--- src/hdl/vitk7_pkg.sv ---
// Shared types and constants for the K=7 rate one-half Viterbi decoder.
// Has no dependencies; the controller, datapath, core and testbench refer to it by scoped names.
`default_nettype none
package vitk7_pkg;

  localparam int NST        = 64;
  localparam int ST_W       = 6;
  localparam int SAMPLE_W   = 8;
  localparam int GAIN_W     = 7;
  localparam int SQ_W       = 16;
  localparam int BM_W       = 17;
  localparam int CFG_IDX_W  = 1;
  localparam int CFG_DATA_W = 7;

  localparam logic [CFG_IDX_W-1:0] REG_SIGNAL_GAIN = 1'd0;
  localparam logic [CFG_IDX_W-1:0] REG_ONE_MAPS_NEG = 1'd1;
  localparam logic [GAIN_W-1:0]    GAIN_RESET = 7'd64;

  typedef enum logic [6:0] {
    S_IDLE  = 7'b0000001,
    S_SQ    = 7'b0000010,
    S_BM    = 7'b0000100,
    S_ACS   = 7'b0001000,
    S_DRAIN = 7'b0010000,
    S_TB    = 7'b0100000,
    S_DONE  = 7'b1000000
  } ctrl_state_t;

  typedef struct packed {
    logic            accept;
    logic            sq;
    logic            bm;
    logic            acs_valid;
    logic [ST_W-1:0] acs_state;
    logic            acs_done;
    logic            tb_step;
    logic            out_load;
  } dp_cmd_t;

  // First code bit for predecessor p and information bit u.
  function automatic logic code1(input logic [ST_W-1:0] p, input logic u);
    return u ^ p[1] ^ p[2] ^ p[4] ^ p[5];
  endfunction

  // Second code bit for predecessor p and information bit u.
  function automatic logic code2(input logic [ST_W-1:0] p, input logic u);
    return u ^ p[0] ^ p[1] ^ p[2] ^ p[5];
  endfunction

endpackage
`default_nettype wire

--- src/hdl/vitk7_ctrl.sv ---
// Sequencer of the Viterbi decoder: walks one symbol through metrics, ACS and traceback.
// Depends on vitk7_pkg for the state enum and the command struct.
`default_nettype none
module vitk7_ctrl #(
  parameter int TRACEBACK_DEPTH = 64
) (
  input  wire logic              clk,
  input  wire logic              rst_n,
  input  wire logic              in_valid,
  output logic                   in_ready,
  output logic                   out_valid,
  input  wire logic              out_ready,
  output vitk7_pkg::dp_cmd_t     cmd
);

  localparam int TBC_W = $clog2(TRACEBACK_DEPTH + 1);
  // Last drain count, reached once the final ACS metric write and min update are done.
  localparam logic [vitk7_pkg::ST_W-1:0] DRAIN_LAST = 6'd3;
  localparam logic [vitk7_pkg::ST_W-1:0] ACS_LAST = 6'd63;

  vitk7_pkg::ctrl_state_t state_r, state_nxt;
  logic [vitk7_pkg::ST_W-1:0] cnt_r, cnt_nxt;
  logic [TBC_W-1:0] tb_cnt_r, tb_cnt_nxt;
  logic out_valid_r, out_valid_nxt;

  always_comb begin
    state_nxt     = state_r;
    cnt_nxt       = cnt_r;
    tb_cnt_nxt    = tb_cnt_r;
    out_valid_nxt = out_valid_r;
    cmd           = '0;
    in_ready      = 1'b0;
    if (out_valid_r && out_ready) begin
      out_valid_nxt = 1'b0;
    end
    case (state_r)
      vitk7_pkg::S_IDLE: begin
        in_ready = 1'b1;
        if (in_valid) begin
          cmd.accept = 1'b1;
          state_nxt  = vitk7_pkg::S_SQ;
        end
      end
      vitk7_pkg::S_SQ: begin
        cmd.sq    = 1'b1;
        state_nxt = vitk7_pkg::S_BM;
      end
      vitk7_pkg::S_BM: begin
        cmd.bm    = 1'b1;
        cnt_nxt   = '0;
        state_nxt = vitk7_pkg::S_ACS;
      end
      vitk7_pkg::S_ACS: begin
        cmd.acs_valid = 1'b1;
        cmd.acs_state = cnt_r;
        if (cnt_r == ACS_LAST) begin
          cnt_nxt   = '0;
          state_nxt = vitk7_pkg::S_DRAIN;
        end else begin
          cnt_nxt = cnt_r + 1'b1;
        end
      end
      vitk7_pkg::S_DRAIN: begin
        if (cnt_r == DRAIN_LAST) begin
          cmd.acs_done = 1'b1;
          tb_cnt_nxt   = '0;
          state_nxt    = vitk7_pkg::S_TB;
        end else begin
          cnt_nxt = cnt_r + 1'b1;
        end
      end
      vitk7_pkg::S_TB: begin
        cmd.tb_step = 1'b1;
        if (tb_cnt_r == TBC_W'(TRACEBACK_DEPTH - 1)) begin
          state_nxt = vitk7_pkg::S_DONE;
        end else begin
          tb_cnt_nxt = tb_cnt_r + 1'b1;
        end
      end
      vitk7_pkg::S_DONE: begin
        if (!out_valid_r || out_ready) begin
          cmd.out_load  = 1'b1;
          out_valid_nxt = 1'b1;
          state_nxt     = vitk7_pkg::S_IDLE;
        end
      end
      default: begin
        state_nxt = vitk7_pkg::S_IDLE;
      end
    endcase
  end

  always_ff @(posedge clk) begin
    if (!rst_n) begin
      state_r     <= vitk7_pkg::S_IDLE;
      cnt_r       <= '0;
      tb_cnt_r    <= '0;
      out_valid_r <= 1'b0;
    end else begin
      state_r     <= state_nxt;
      cnt_r       <= cnt_nxt;
      tb_cnt_r    <= tb_cnt_nxt;
      out_valid_r <= out_valid_nxt;
    end
  end

  assign out_valid = out_valid_r;

endmodule
`default_nettype wire

--- config.mk ---
export PLATFORM = sky130hd
export DESIGN_NAME = vitk7_ctrl
export DESIGN_NICKNAME = d
export VERILOG_FILES = /design/src/hdl/vitk7_pkg.sv /design/src/hdl/vitk7_ctrl.sv
export SDC_FILE = /design/constraint.sdc
export NUM_CORES = 1
export LEC_CHECK = 0
export ABC_AREA = 1
export BUFFER_PORTS_ARGS = -buffer_cell sky130_fd_sc_hd__buf_2
export CAP_MARGIN = 10
export CORE_ASPECT_RATIO = 0.8
export CORE_MARGIN = 2
export CORE_UTILIZATION = 45
export CTS_CLUSTER_SIZE = 10
export DETAILED_ROUTE_END_ITERATION = 7
export PLACE_DENSITY = 0.66
export SETUP_SLACK_MARGIN = 0.2
export SKIP_CTS_REPAIR_TIMING = 1
export SYNTH_ARGS = -nofsm -noshare
export SYNTH_HDL_FRONTEND = slang
export SYNTH_SLANG_ARGS = --single-unit
--- constraint.sdc ---
create_clock -name clk -period 1.8 [get_ports clk]
set_input_delay 0.09 -clock clk [delete_from_list [all_inputs] [get_ports clk]]
set_output_delay 0.09 -clock clk [all_outputs]
set_load 0.005 [all_outputs]
Word-level counts from Yosys, hierarchy flattened
Index checks and enable logic that the tools add are counted.

Flip-flop bits (word level): 21.

Mux-type cells: 26. $add $sub $neg: 2. Eq/ne operators: 17. Reductions and logical operators: 8.

Operators with widths (number): 7-bit 2-to-1 mux (8); 7-bit case mux with 7 select lines (1); 6-bit case mux with 3 select lines (1); 7-bit by 6-bit == test with 1-bit output (second input constant) (2); 2-bit != test (second input constant) (7); 7-bit case mux with 2 select lines (1); 1-bit 2-to-1 mux (13); 6-bit 2-to-1 mux (2); 7-bit by 1-bit adder with 7-bit output (second input constant) (1); 7-bit by 1-bit == test with 1-bit output (second input constant) (1); 7-bit by 2-bit == test with 1-bit output (second input constant) (1); 7-bit by 3-bit == test with 1-bit output (second input constant) (1); 7-bit by 4-bit == test with 1-bit output (second input constant) (1); 7-bit by 5-bit == test with 1-bit output (second input constant) (1); 7-bit == test (second input constant) (1); 6-bit by 1-bit adder with 6-bit output (second input constant) (1); 6-bit by 2-bit == test with 1-bit output (second input constant) (1); 6-bit == test (second input constant) (1); 5-bit AND reduction (1); 3-bit AND reduction (1); 3-bit nonzero test (1); 2-bit AND reduction (1); 2-bit nonzero test (1); 1-bit logical AND (1); other kinds (2) (2).

Logic depth before layout (Yosys ltp)
Gate-level depths: netlist of run 1.

Depth after elaboration: 4. Gate-level depth with buffers: 10. Gate-level depth less buffers: 10.

Worst setup path before layout of run 1
No wires, ideal clock.

Path kind: flip-flop to flip-flop. Start: register tb_cnt_r[0]. End: register state_r[4]. Stages on the path, launching flop included: 11. Path slack: 0.437 ns. Arrival: 1.250 ns. Clock period less this slack: 1.363 ns. Cell sequence: dfxtp_1 > ha_1 > nand2_1 > nor2_2 > nand3_1 > nand2_1 > inv_1 > nor2_2 > nand3_1 > nand2_1 > nor2_1.

Longest elaborated chain between the ends: 3.

RTL lines: from (decl) (line vitk7_ctrl.sv:23) `logic [TBC_W-1:0] tb_cnt_r, tb_cnt_nxt;`; from (signal assigned) (line vitk7_ctrl.sv:102) `tb_cnt_r <= tb_cnt_nxt;`; 7-bit by 6-bit == test with 1-bit output (line vitk7_ctrl.sv:74) `if (tb_cnt_r == TBC_W'(TRACEBACK_DEPTH - 1)) begin`; 2-bit != test (no line); 5-bit AND reduction (no line); to (signal assigned) (line vitk7_ctrl.sv:95) `state_r <= vitk7_pkg::S_IDLE;`; to (signal assigned) (line vitk7_ctrl.sv:100) `state_r <= state_nxt;`; to (decl) (line vitk7_ctrl.sv:21) `vitk7_pkg::ctrl_state_t state_r, state_nxt;`.

No other way between the ends. A chain may end at the register's enable or synchronous reset.

==> insert_results.sql, run 1 <==
INSERT INTO impl_metrics (metric_group, metric, value, unit) VALUES
('outcome', 'outcome', 'finished clean', ''),
('finish', 'fin_nets', '247', ''),
('synth', 'yosys.cell_types.count', '24', ''),
('timing', 'finalClockSkew', '0.00195', 'ns'),
('clock_network', 'tritoncts.num_buffers', '3', ''),
('floorplanning', 'initial_core_util', '46.5', '%'),
('synth', 'synth_area_per_cell', '6.49', 'sq um'),
('timing', 'setup_tns', '0', 'ns'),
('timing', 'layout_min_cycle_time', '1.47', 'ns'),
('synth', 'yosys.area_share.adder', '1.77', '%'),
('synth', 'synth.area.mux_share', '0', '%'),
('clock_network', 'tritoncts_clock_tree', 'done', ''),
('worst_setup_path', 'worst-path-max-fanout', '7', ''),
('power_and_ir_drop', 'total_leakage_power', '0.755', 'nW'),
('finish', 'final_cells', '280', ''),
('drt', 'first_drt_iteration_drcs', '66', ''),
('worst_setup_path', 'timing.setup.critical_path_class', 'reg -> out', ''),
('drt', 'drt_wl_total', '2980', 'um'),
('synth', 'synth_compound_area_share', '8.49', '%'),
('floorplanning', 'number_of_primary_i_o_pins', '19', ''),
('drt', 'antenna_left', '0', ''),
('placed_design', 'port_buffers', '18', ''),
('synth', 'main_combinational_cell_family_by_area_after_synthesis', 'simple AND/OR/NAND/NOR gates', ''),
('finish', 'area_growth', '16.0', '%'),
('power_and_ir_drop', 'vdd.ir_drop.worst', '593', 'uV'),
('drt', 'detail_route.vias_per_cell', '4.65', ''),
('placed_design', 'numPlacedInstances', '274', ''),
('run', 'maxCapViolations', '0', ''),
('floorplanning', 'rows', '18', ''),
('global_routing', 'antenna_found_initial', '0', ''),
('worst_setup_path', 'critical_path_source_type', 'flip-flop', ''),
('synth', 'synthesized_cell_area', '1420', 'sq um'),
('clock_network', 'cts-root-buf', 'sky130_fd_sc_hd__clkbuf_8', ''),
('finish', 'final_design_area_no_fill', '1640', 'sq um'),
('floorplanning', 'placeableCoreArea', '3040', 'sq um'),
('timing', 'hold_ws', '0.104', 'ns'),
('power_and_ir_drop', 'power', '1.62', 'mW'),
('timing', 'drv_slew', '0', ''),
('synth', 'async_flop_share', '0', '%'),
('timing', 'rsz0062_at_grt', 'yes', ''),
('placed_design', 'post_dp_cell_area', '1540', 'sq um'),
('floorplanning', 'die_h', '54.2', 'um'),
('clock_network', 'cts_htree_levels', '1', ''),
('global_routing', 'global_route.overflow_total', '0', ''),
('synth', 'seq_area_frac_synth', '29.7', '%'),
('synth', 'yosysWarnings', '0', ''),
('synth', 'synth_commonest_cells', 'sky130_fd_sc_hd__nand2_1, sky130_fd_sc_hd__inv_1, sky130_fd_sc_hd__nor2_1, sky130_fd_sc_hd__nand3_1, sky130_fd_sc_hd__dfxtp_1', ''),
('synth', 'leading_post_synthesis_cells_by_cell_area', 'sky130_fd_sc_hd__dfxtp_1, sky130_fd_sc_hd__nand2_1, sky130_fd_sc_hd__inv_1', ''),
('synth', 'yosys.area_share.simple', '47.3', '%'),
('global_routing', 'overall_track_demand_over_capacity_in_global_routing', '18.6', '%'),
('worst_setup_path', 'timing.critical_path.arrival', '1.38', 'ns'),
('floorplanning', 'dieWidth', '66.7', 'um'),
('finish', 'final_layout_size_suffix_gt1_share', '24.6', '%'),
('clock_network', 'worst_skew_pair.late_latency', '0.26', 'ns'),
('timing', 'hold_viol_final', '0', ''),
('worst_setup_path', 'critical_path_required', '1.71', 'ns'),
('timing', 'maxClockFrequency', '682', 'MHz'),
('synth', 'dominantRegCellSynth', 'sky130_fd_sc_hd__dfxtp_1', ''),
('finish', 'fin_util', '54.0', '%'),
('finish', 'fillerInstances', '309', ''),
('placed_design', 'dp_slack', '0.183', 'ns'),
('clock_network', 'max-clock-path-buffers', '2', ''),
('global_routing', 'vias_in_the_first_global_route', '1089', ''),
('hold_path', 'min-delay-path-class', 'in -> reg', ''),
('clock_network', 'clk_pin_slew', '0.08', 'ns'),
('synth', 'synthMostInstantiatedCell', 'sky130_fd_sc_hd__nand2_1', ''),
('timing', 'finalWorstSetupSlack', '0.333', 'ns'),
('synth', 'synth_xor_area_share', '1.86', '%'),
('drt', 'drt_drc_violations_left', '0', ''),
('timing', 'final-setup-viol-count', '0', ''),
('clock_network', 'tritoncts_num_sinks', '21', '');
## kinds of logic (layout without fill, tap and decap cells)
| family | Yosys count | in the layout |
|---|---|---|
| AOI/OAI and AO/OA | 21 | 21 |
| DFF | 21 | 21 |
| adders and majority gates | 2 | 2 |
| buffers and inverters | 40 | 62 |
| and+or+nand+nor | 131 | 131 |
| xor gates and xnor gates | 3 | 3 |
## area by class of cell
cell class,instances,area (sq um),area share (%)
inverter,38,143,8.69
timing repair buffer,20,105,6.40
multi-input combinational,157,868,52.9
tap,40,50.0,3.05
clock buffer,4,45.0,2.74
sequential,21,430,26.2
## power breakdown
| part | switching, mW | internal [mW] | total (mW) |
|---|---|---|---|
| clock network | 0.155 | 0.158 | 0.312 |
| registers | 0.0692 | 0.522 | 0.591 |
| logic | 0.472 | 0.247 | 0.719 |
## per-layer routing
| metal | global-route usage (%) | routed length (um) | share of wire (%) |
|---|---|---|---|
| met1 | 25.6 | 1590 | 53 |
| met2 | 29.2 | 1250 | 42 |
| met4 | 5.10 | 27 | 0.90 |
| met5 | 0 | 0 | 0 |
| met3 | 4.39 | 117 | 3.9 |
## path summary, 6_finish.rpt
path,slack (ns),depth (start not counted),start,to
setup / recovery,0.33,6,state_r[0],cmd[5]
hold / removal,0.10,4,out_ready,out_valid
setup reg to reg,0.35,10,state_r[5],cnt_r[3]
hold reg to reg,0.47,2,tb_cnt_r[6],tb_cnt_r[6]
## sequential cells by signal (all words and copies together) (netlist names)
name       count
state_r        7
tb_cnt_r       7
cnt_r          6
out_valid      1
## worst max-delay path, cell delays in order (launching register included)
cell	delay [ns]
sky130_fd_sc_hd__dfxtp_1	0.35
sky130_fd_sc_hd__nor2_4	0.16
sky130_fd_sc_hd__nand3_1	0.13
sky130_fd_sc_hd__nor2_4	0.17
sky130_fd_sc_hd__inv_2	0.10
sky130_fd_sc_hd__nor2_1	0.09
sky130_fd_sc_hd__buf_2	0.11
## cell usage in the layout (no fill, tap or decap), drive strengths merged
cell | synthesis | final
a21oi | 13 | 13
buf | 1 | 20
clkbuf | 1 | 4
clkinv | 1 | 1
dfxtp | 21 | 21
ha | 2 | 2
inv | 37 | 37
nand2 | 52 | 52
nand3 | 28 | 28
nand4 | 2 | 2
nor2 | 47 | 47
nor3 | 2 | 2
o21a | 1 | 1
o21ai | 6 | 6
o22ai | 1 | 1
xnor2 | 1 | 1
xor2 | 2 | 2
Power figures use the tool's default switching activity.
==> inputs of run 2 (changes only) <==
- ABC_AREA: 1 -> 0
- PLACE_DENSITY: 0.66 -> 0.67
- clock period: 1.8 -> 1.35 ns (I/O delays scaled with it)
==> run 2 against run 1 <==
  * Die area decreased by 14%
  * Critical path depth unchanged
  * Critical path type is now reg -> reg
  * Largest cell class unchanged
  * Clock power increased by 3%
  * The run now ends with negative setup slack left
  * Total power increased by 35%
==> insert_results.sql, run 2 <==
INSERT INTO impl_metrics (metric_group, metric, value, unit) VALUES
('timing', 'period_share', '157', '%'),
('global_routing', 'overall_track_demand_over_capacity_in_global_routing', '21.9', '%'),
('drt', 'dr_total_vias', '1429', ''),
('timing', 'worst_slew_pin_slew', '0.440', 'ns'),
('run', 'maxCapViolations', '0', ''),
('timing', 'final-setup-viol-count', '35', ''),
('clock_network', 'tritoncts.num_buffers', '3', ''),
('placed_design', 'dp_hpwl', '2540', 'um'),
('global_routing', 'vias_in_the_first_global_route', '1149', ''),
('timing', 'finalWorstSetupSlack', '-0.775', 'ns'),
('floorplanning', 'die_h', '50.3', 'um'),
('timing', 'hold_viol_final', '0', ''),
('finish', 'antenna-diode-count', '0', ''),
('worst_setup_path', 'cell_by_cell_listing_of_the_critical_path', 'or4_4 > buf_4 > or3_4 > o22ai_4 > a41o_1 > and3_1', ''),
('synth', 'synth_top_cell_area_share', '34.9', '%'),
('placed_design', 'port_buffers', '18', ''),
('synth', 'synthDominantAreaCellType', 'sky130_fd_sc_hd__dfxtp_1', ''),
('synth', 'number_of_flops_mapped_to_enable_cells_by_yosys', '0', ''),
('synth', 'post_synth_inst_count', '146', ''),
('floorplanning', 'dieWidth', '61.9', 'um'),
('synth', 'yosysWarnings', '0', ''),
('placed_design', 'dp_slack', '-0.623', 'ns'),
('worst_setup_path', 'worst-path-max-fanout', '4', ''),
('worst_setup_path', 'timing.critical_path.arrival', '2.39', 'ns'),
('placed_design', 'numPlacedInstances', '233', ''),
('outcome', 'outcome', 'finished with violations', ''),
('drt', 'antenna_left', '0', ''),
('worst_setup_path', 'crit_buf_inv', '1', ''),
('finish', 'final_common_cell', 'sky130_fd_sc_hd__buf_4', ''),
('worst_setup_path', 'setup.worst_path.end_class', 'flip-flop', ''),
('power_and_ir_drop', 'total_leakage_power', '0.911', 'nW'),
('timing', 'maxClockFrequency', '471', 'MHz'),
('synth', 'synth_net_count', '152', ''),
('finish', 'area_growth', '71.8', '%'),
('synth', 'synth_area_per_cell', '8.26', 'sq um'),
('outcome', 'violations', 'negative setup slack', ''),
('worst_setup_path', 'critical_path_required', '1.61', 'ns'),
('hold_path', 'min-delay-path-class', 'in -> reg', ''),
('finish', 'fillerInstances', '147', ''),
('floorplanning', 'initial_core_util', '48.2', '%'),
('worst_setup_path', 'critical-path-slowest-cell', 'sky130_fd_sc_hd__or4_4', ''),
('finish', 'final_layout_size_suffix_gt1_share', '56.6', '%'),
('drt', 'drt_pass1_iterations', '4', ''),
('clock_network', 'max-clock-path-buffers', '2', ''),
('worst_setup_path', 'critical_path_source_type', 'flip-flop', ''),
('floorplanning', 'placeableCoreArea', '2500', 'sq um'),
('clock_network', 'clk_pin_slew', '0.13', 'ns'),
('synth', 'dominantRegCellSynth', 'sky130_fd_sc_hd__dfxtp_1', ''),
('clock_network', 'worst_skew_pair.late_latency', '0.31', 'ns'),
('finish', 'final_cells', '255', ''),
('worst_setup_path', 'crit_family', 'simple AND/OR/NAND/NOR gates', ''),
('worst_setup_path', 'slowest_delay', '0.53', 'ns'),
('synth', 'leading_post_synthesis_cells_by_cell_area', 'sky130_fd_sc_hd__dfxtp_1, sky130_fd_sc_hd__a21oi_1, sky130_fd_sc_hd__nand3_1', ''),
('drt', 'drt_wl_total', '4420', 'um'),
('global_routing', 'grt_start_max_net_pins', '15', ''),
('timing', 'layout_min_cycle_time', '2.12', 'ns'),
('global_routing', 'global_route.overflow_total', '0', ''),
('synth', 'synth_commonest_cells', 'sky130_fd_sc_hd__dfxtp_1, sky130_fd_sc_hd__a21oi_1, sky130_fd_sc_hd__nand3_1, sky130_fd_sc_hd__inv_1, sky130_fd_sc_hd__nor2_1', ''),
('timing', 'drv_slew', '0', ''),
('drt', 'drt_drc_violations_left', '0', ''),
('power_and_ir_drop', 'vdd.ir_drop.worst', '571', 'uV'),
('finish', 'largest_registers', 'state_r x7, tb_cnt_r x7, cnt_r x6', ''),
('clock_network', 'cts_htree_levels', '1', ''),
('floorplanning', 'floorplan.die_area', '3110', 'sq um'),
('floorplanning', 'rows', '16', ''),
('synth', 'synthMostInstantiatedCell', 'sky130_fd_sc_hd__dfxtp_1', ''),
('timing', 'max_slew_margin', '70.6', '%'),
('drt', 'avgRoutedWirePerCell', '17.3', 'um'),
('worst_setup_path', 'r2r_setup_slack', '-0.77', 'ns'),
('floorplanning', 'number_of_primary_i_o_pins', '19', ''),
('drt', 'detail_route.vias_per_cell', '5.60', ''),
('placed_design', 'routability_congestion_estimate', '0.824', ''),
('clock_network', 'tritoncts_clock_tree', 'done', ''),
('global_routing', 'antenna_found_initial', '0', ''),
('power_and_ir_drop', 'power_density', '1050', 'nW/um^2'),
('timing', 'finalClockSkew', '0.00600', 'ns'),
('finish', 'mostFrequentLayoutCells', 'sky130_fd_sc_hd__buf_4, sky130_fd_sc_hd__buf_6, sky130_fd_sc_hd__dfxtp_1', ''),
('timing', 'setup_tns', '-20.56', 'ns'),
('global_routing', 'first_pass_grt_wire_length', '5150', 'um'),
('worst_setup_path', 'timing.setup.critical_path_class', 'reg -> reg', ''),
('synth', 'ys_seq_elements', '21', ''),
('clock_network', 'cts-root-buf', 'sky130_fd_sc_hd__clkbuf_4', ''),
('clock_network', 'tritoncts_num_sinks', '21', ''),
('synth', 'synthesized_cell_area', '1210', 'sq um'),
('drt', 'first_drt_iteration_drcs', '81', ''),
('finish', 'fin_nets', '226', ''),
('timing', 'rsz0062_at_grt', 'yes', ''),
('synth', 'async_flop_share', '0', '%'),
('synth', 'yosys.cell_types.count', '41', ''),
('timing', 'hold_ws', '0.0954', 'ns'),
('synth', 'seq_area_frac_synth', '34.9', '%');
## run 2: cell types whose count changed after synthesis, sizes merged, moves of 3 or more
cell / before / now
nor2b: 0 / 7
a21o: 0 / 5
nand2: 52 / 7
nor2: 47 / 9
and3: 0 / 5
nor4b: 0 / 3
nand3: 28 / 12
or3: 0 / 5
a2bb2oi: 0 / 3
and2: 0 / 8
inv: 37 / 9
## run 2: layer usage
metal / GRT usage (%) / vias to the layer above / wire length, um
li1: - / 677 / -
met1: 28.9 / 684 / 1900
met2: 37.0 / 50 / 2190
met3: 4.12 / 18 / 195
met4: 4.26 / 0 / 125
met5: 0 / - / 0
## run 2: area by class of cell
| cell class | count | area (sq um) | area share (%) |
|---|---|---|---|
| Timing Repair Buffer | 72 | 583 | 28.1 |
| Sequential cell | 21 | 433 | 20.9 |
| Clock buffer | 4 | 26.3 | 1.27 |
| Multi-Input combinational cell | 113 | 948 | 45.8 |
| Tap cell | 36 | 45.0 | 2.17 |
| Inverter | 9 | 36.3 | 1.75 |
## run 2: path summary, 6_finish.rpt
check | cells past startpoint | to | start
max reg2reg | 6 | cnt_r[4] | state_r[3]
max | 6 | cnt_r[4] | state_r[3]
min | 3 | tb_cnt_r[6] | rst_n
min reg2reg | 2 | tb_cnt_r[6] | tb_cnt_r[6]
## run 2: where the power goes
part	switching, mW	total (mW)	internal (mW)
clock network	0.207	0.322	0.116
logic	0.551	1.17	0.618
registers	0.0242	0.694	0.670
total	0.782	2.18	1.40
## run 2: kinds of logic after synthesis
family / share of synthesized area [%]
flops: 34.9
compound gates: 20.4
simple gates: 36.5
xor+xnor: 1.45
fa+ha+maj: 2.07
buf+inv: 4.67
## run 2: tightest hold or removal path: stages
cell and delay (ns):
sky130_fd_sc_hd__buf_2 0.18, sky130_fd_sc_hd__nand2_1 0.09, sky130_fd_sc_hd__a21oi_1 0.03
## run 2: stage by stage
step / util (%) / area [sq um] / power [mW]
finish: 82.8 / 2070 / 2.18
detailed placement: 66.8 / 1670 / 1.44
floorplan: - / 1280 / 1.13
global placement: 66.8 / 1670 / 1.42
global route: 82.8 / 2070 / 2.26
CTS: 67.8 / 1700 / 1.75
